--- src/hw/rtl/mips_tlb_translate_and_maintain_macros.svh ---
// Assertion macros for the translation table block.
// Used by the top level; expects signals named clock and reset in scope.
`ifndef MIPS_TLB_TRANSLATE_AND_MAINTAIN_MACROS_SVH
`define MIPS_TLB_TRANSLATE_AND_MAINTAIN_MACROS_SVH

// same-cycle implication
`define MTLB_ASSERT_NOW(label, ante, cons, msg) \
   label: assert property (@(posedge clock) disable iff (reset) (ante) |-> (cons)) \
      else $error(msg);

// next-cycle implication
`define MTLB_ASSERT_NEXT(label, ante, cons, msg) \
   label: assert property (@(posedge clock) disable iff (reset) (ante) |=> (cons)) \
      else $error(msg);

`endif

--- src/hw/rtl/mtlb_pkg.sv ---
// Shared types, codes and sizes for the translation table block.
// No dependencies; imported by the controller, datapath and top level.
package mtlb_pkg;

   localparam int DEFAULT_TABLE_ENTRIES = 64;
   localparam int SLOT_W = 6;
   localparam int FUNC_W = 3;
   localparam int STATUS_W = 3;
   localparam int WORD_W = 32;
   localparam int VPN_W = 20;
   localparam int PID_W = 6;
   localparam int PFN_W = 20;
   localparam int OFFSET_W = 12;

   localparam logic [FUNC_W-1:0] FUNC_TRANSLATE = 3'd0;
   localparam logic [FUNC_W-1:0] FUNC_PROBE = 3'd1;
   localparam logic [FUNC_W-1:0] FUNC_READ = 3'd2;
   localparam logic [FUNC_W-1:0] FUNC_WRITE_INDEXED = 3'd3;
   localparam logic [FUNC_W-1:0] FUNC_WRITE_RANDOM = 3'd4;

   localparam logic [STATUS_W-1:0] STATUS_OK = 3'd0;
   localparam logic [STATUS_W-1:0] STATUS_UNCACHED = 3'd1;
   localparam logic [STATUS_W-1:0] STATUS_ADDR_LOAD = 3'd2;
   localparam logic [STATUS_W-1:0] STATUS_ADDR_STORE = 3'd3;
   localparam logic [STATUS_W-1:0] STATUS_MISS_LOAD = 3'd4;
   localparam logic [STATUS_W-1:0] STATUS_MISS_STORE = 3'd5;
   localparam logic [STATUS_W-1:0] STATUS_MODIFIED = 3'd6;

   typedef struct packed {
      logic [VPN_W-1:0] vpn;
      logic [PID_W-1:0] pid;
      logic [PFN_W-1:0] pfn;
      logic             n;
      logic             d;
      logic             v;
      logic             g;
   } entry_type;

   typedef struct packed {
      logic capture;
      logic match_en;
      logic pick_en;
      logic read_en;
      logic load_out;
   } cmd_type;

endpackage

--- src/hw/rtl/mtlb_ctrl.sv ---
// Sequencer for the translation table: walks match, pick, read and finish.
// Depends on mtlb_pkg; drives the datapath command struct and rsp_valid.
module mtlb_ctrl (
   input  logic             clock,
   input  logic             reset,
   input  logic             req_valid,
   output logic             req_stall,
   output logic             rsp_valid,
   input  logic             rsp_stall,
   output mtlb_pkg::cmd_type cmd
);
   import mtlb_pkg::*;

   typedef enum logic [2:0] {
      ST_IDLE,
      ST_MATCH,
      ST_PICK,
      ST_READ,
      ST_FINISH
   } state_type;

   state_type state_ff, state_in;
   logic rsp_valid_ff, rsp_valid_in;
   logic out_free, accept;

   always_comb begin
      out_free = !rsp_valid_ff || !rsp_stall;
      req_stall = reset
                  || !((state_ff == ST_IDLE) || ((state_ff == ST_FINISH) && out_free));
      accept = req_valid && !req_stall;
      cmd.capture = accept;
      cmd.match_en = (state_ff == ST_MATCH);
      cmd.pick_en = (state_ff == ST_PICK);
      cmd.read_en = (state_ff == ST_READ);
      cmd.load_out = (state_ff == ST_FINISH) && out_free;
      rsp_valid_in = cmd.load_out || (rsp_valid_ff && rsp_stall);
      state_in = state_ff;
      unique case (state_ff)
         ST_IDLE: begin
            if (accept) state_in = ST_MATCH;
         end
         ST_MATCH: state_in = ST_PICK;
         ST_PICK: state_in = ST_READ;
         ST_READ: state_in = ST_FINISH;
         ST_FINISH: begin
            if (out_free) state_in = accept ? ST_MATCH : ST_IDLE;
         end
         default: state_in = ST_IDLE;
      endcase
   end

   always_ff @(posedge clock) begin
      if (reset) begin
         state_ff <= ST_IDLE;
         rsp_valid_ff <= 1'b0;
      end else begin
         state_ff <= state_in;
         rsp_valid_ff <= rsp_valid_in;
      end
   end

   assign rsp_valid = rsp_valid_ff;

endmodule

--- config.mk ---
export PLATFORM = sky130hd
export DESIGN_NAME = mtlb_ctrl
export DESIGN_NICKNAME = d
export VERILOG_FILES = /design/src/hw/rtl/mips_tlb_translate_and_maintain_macros.svh /design/src/hw/rtl/mtlb_pkg.sv /design/src/hw/rtl/mtlb_ctrl.sv
export SDC_FILE = /design/constraint.sdc
export NUM_CORES = 1
export LEC_CHECK = 0
export BUFFER_PORTS_ARGS = -buffer_cell sky130_fd_sc_hd__buf_2
export CAP_MARGIN = 40
export CORE_AREA = 2 2 39 41
export CTS_BUF_LIST = sky130_fd_sc_hd__clkbuf_4 sky130_fd_sc_hd__clkbuf_8
export CTS_CLUSTER_SIZE = 20
export DETAILED_ROUTE_END_ITERATION = 6
export DIE_AREA = 0 0 41 43
export PLACE_DENSITY = 0.44
export SLEW_MARGIN = 20
export SYNTH_ARGS = -nofsm -noshare
export SYNTH_HDL_FRONTEND = slang
export SYNTH_SLANG_ARGS = --single-unit
--- constraint.sdc ---
create_clock -name clock -period 2 [get_ports clock]
set_input_delay 0.4 -clock clock [delete_from_list [all_inputs] [get_ports clock]]
set_output_delay 0.4 -clock clock [all_outputs]
set_load 0.02 [all_outputs]
==> results.md <==
- Crit start category: register
- Yosys warns: 0
- VDD IR-drop max: approximately 0.34 mV
- Worst-skew pair later-pin latency: between 200 and 250 ps
- Vias/cell: around 4.3
- Synth Net Count: 28
- CP peak stage delay: between 400 and 500 ps
- DRT iter0 DRCs: 4
- Horiz. Die Dim: between 40 and 50 µm
- GP Congestion: around 0.70
- Minimum clock period: around 1800 ps
- CTS Buf Count: 3
- H-tree lvl count: 1
- Outcome: finished, final reports clean
- Final setup TNS: 0 ps
- GRT Overall Usage: 0.07021
- Placed instance area: roughly 280 µm²
- WP data arrival: ~1400 ps
- Setup ws final: 213.8 ps
- Place WS: between 400 and 500 ps
- Critical R2R Launch: state_ff[0]
- Mapped cell area: approximately 220 µm²
- Critical Path Source: state_ff[2]
- Critical path class: reg -> out
- Worst EP required: roughly 1600 ps
- Final wirelength: between 400 and 500 µm
- Die Y: 43 µm
- Crit end category: output port
- Worst flop-to-flop path endpoint: state_ff[2]
- Final Hold Fails: 0
- Hold-fix buffers, CTS: 0
- Clock-pin slew on the worst setup and hold paths: about 30 ps
- Port bufs: 10
- Cell Chain, Critical Path: or3b_4 -> a21oi_1 -> buf_2
- Layout cells sized above 1: 0.4571
- Detail Route Antenna Nets: 0
- Fin. max-slew vios: 0
- Hold Slack: between 400 and 500 ps
- Core area: around 1400 µm²
- PwrDens: between 800 and 900 nW/µm²
- Total Power: 0.2416 mW
- Synth Register Bits: 4
- Sequential element share of the synthesized area: 0.3616
- Area contributors post-synth: dfxtp_1 (36%), nor3b_1 (6.8%), o31ai_2 (5.6%)
- DRC Markers: 0
- Design area: around 300 µm²
- Layout area overhead: 36.16%
- Hold path depth: 2
- Global route overflow: 0
- Clk root buf: clkbuf_4
- Clock Skew: between 0.6 and 0.7 ps
- Yosys top cell by area: dfxtp_1
- Max-slew headroom: 0.7991
- Placed insts: between 40 and 50
- Final #Nets: just over 40
- Leakage power: between 0.1 and 0.15 nW
- Antenna cells: 0
- Hold Crit Class: in -> reg
- IO Pins: 11
- Row Count: 14
- Largest net degree at the start of global routing: 10
- Fin crit share: 0.8931
- CP max stage cell: dfxtp_1
- Fmax: 559.9 MHz
- CTS max path bufs: 2
- Worst R2R Path Depth: 2
- Max-cap viol count: 0
- Hpwl dp: roughly 330 µm
- Vias: around 220
- CTS Sinks: 4
- R2R Setup Slk: approximately 870 ps
- Hold_sp: reset
- Full die area: about 1800 µm²
- RSZ-0062 raised after global routing: false
- Mapped Cells: 24
- Slew at the pin with the worst max-slew slack: about 300 ps
- Finished Layout Cells: just over 50
- Top-area cell type share of the netlist area: 0.3616
- CTS resizes: 0
- Vias in the first global route: ~190
- Cell variety after synth: 17
- Setup violators final: 0
- Post-CTS setup buffer count: 0
- CTS tree: yes
- Final core occ: 0.2179
- Initial core utilization: 0.1600
- Hold EP: rsp_valid
- Crit-path max FO: 8
- First-pass GRT wire length: just under 800 µm
- Mapped Avg Cell Area: between 9 and 10 µm²
- Antenna violations before repair: 0
- TritonRoute pass-1 iters: 2
- WL/cell: roughly 9.3 µm
==> worst max path at each step <==
stage	endpoint	slack, ps	cells after the start
3_5_place_dp	cmd[0]	450	3
4_1_cts	cmd[0]	190	3
2_1_floorplan	cmd[0]	420	3
5_1_grt	cmd[0]	130	3
6_report	cmd[0]	210	3
3_3_place_gp	cmd[0]	460	3
==> layout make-up <==
class                   count  area, µm²
flip-flops and latches      4      80.08
well taps                  16      20.02
multi-input cells          18      128.9
repair buffers             10      50.05
clock buffers               3      22.52
fillers                   150       1082
==> placed cells by master, fill, tap and decap left out <==
cell / netlist / routed
nor3b_1: 2 / 2
or4bb_1: 1 / 1
and3b_2: 1 / 1
or3b_4: 1 / 1
a2111oi_1: 1 / 1
nor3_1: 1 / 1
o31ai_2: 1 / 1
clkbuf_4: 0 / 3
xnor2_1: 1 / 1
a21oi_1: 2 / 2
a21o_1: 1 / 1
dfxtp_1: 4 / 4
nand2_1: 2 / 2
buf_2: 1 / 10
a31oi_1: 1 / 1
nor2_1: 2 / 2
and3_1: 1 / 1
==> routing by layer <==
metal | wire, µm | global-route usage
met5 | 0 | 0
met2 | 160 | 0.07500
met1 | 247 | 0.09936
met4 | 0 | 0.02000
met3 | 66 | 0.06283
==> worst max-delay path: cells and delay by family, from the launching register on <==
kind | cells | cell delay, ps
flops | 1 | 430
simple gates | 1 | 430
buf+inv | 1 | 180
compound gates | 1 | 120
==> registers in the layout, summed over array words and instances (netlist names) <==
signal     flops
rsp_valid      1
state_ff       3
==> kinds of logic after synthesis <==
| logic type | Yosys count | share of synthesized area |
|---|---|---|
| XOR/XNOR | 1 | 0.03956 |
| flip-flops | 4 | 0.3616 |
| buffers and inverters | 2 | 0.05649 |
| AO/OA/AOI/OAI | 6 | 0.2091 |
| AND/OR/NAND/NOR | 11 | 0.3333 |
==> cell usage after synthesis, drive strengths merged <==
library cell,number
a31oi,1
nor3b,2
or3b,1
nor3,1
a2111oi,1
and3,1
o31ai,1
dfxtp,4
nor2,2
buf,2
nand2,2
a21o,1
or4bb,1
and3b,1
xnor2,1
a21oi,2
==> where the power goes <==
part / total [mW] / leakage (nW) / internal, mW / switching (mW)
sequential: 0.0963 / 0.0327 / 0.0855 / 0.0108
clock: 0.0971 / 0.0138 / 0.0669 / 0.0301
combinational: 0.0482 / 0.0975 / 0.0217 / 0.0265
total: 0.242 / 0.144 / 0.174 / 0.0674
No activity file was read; power rests on OpenSTA's default activity.
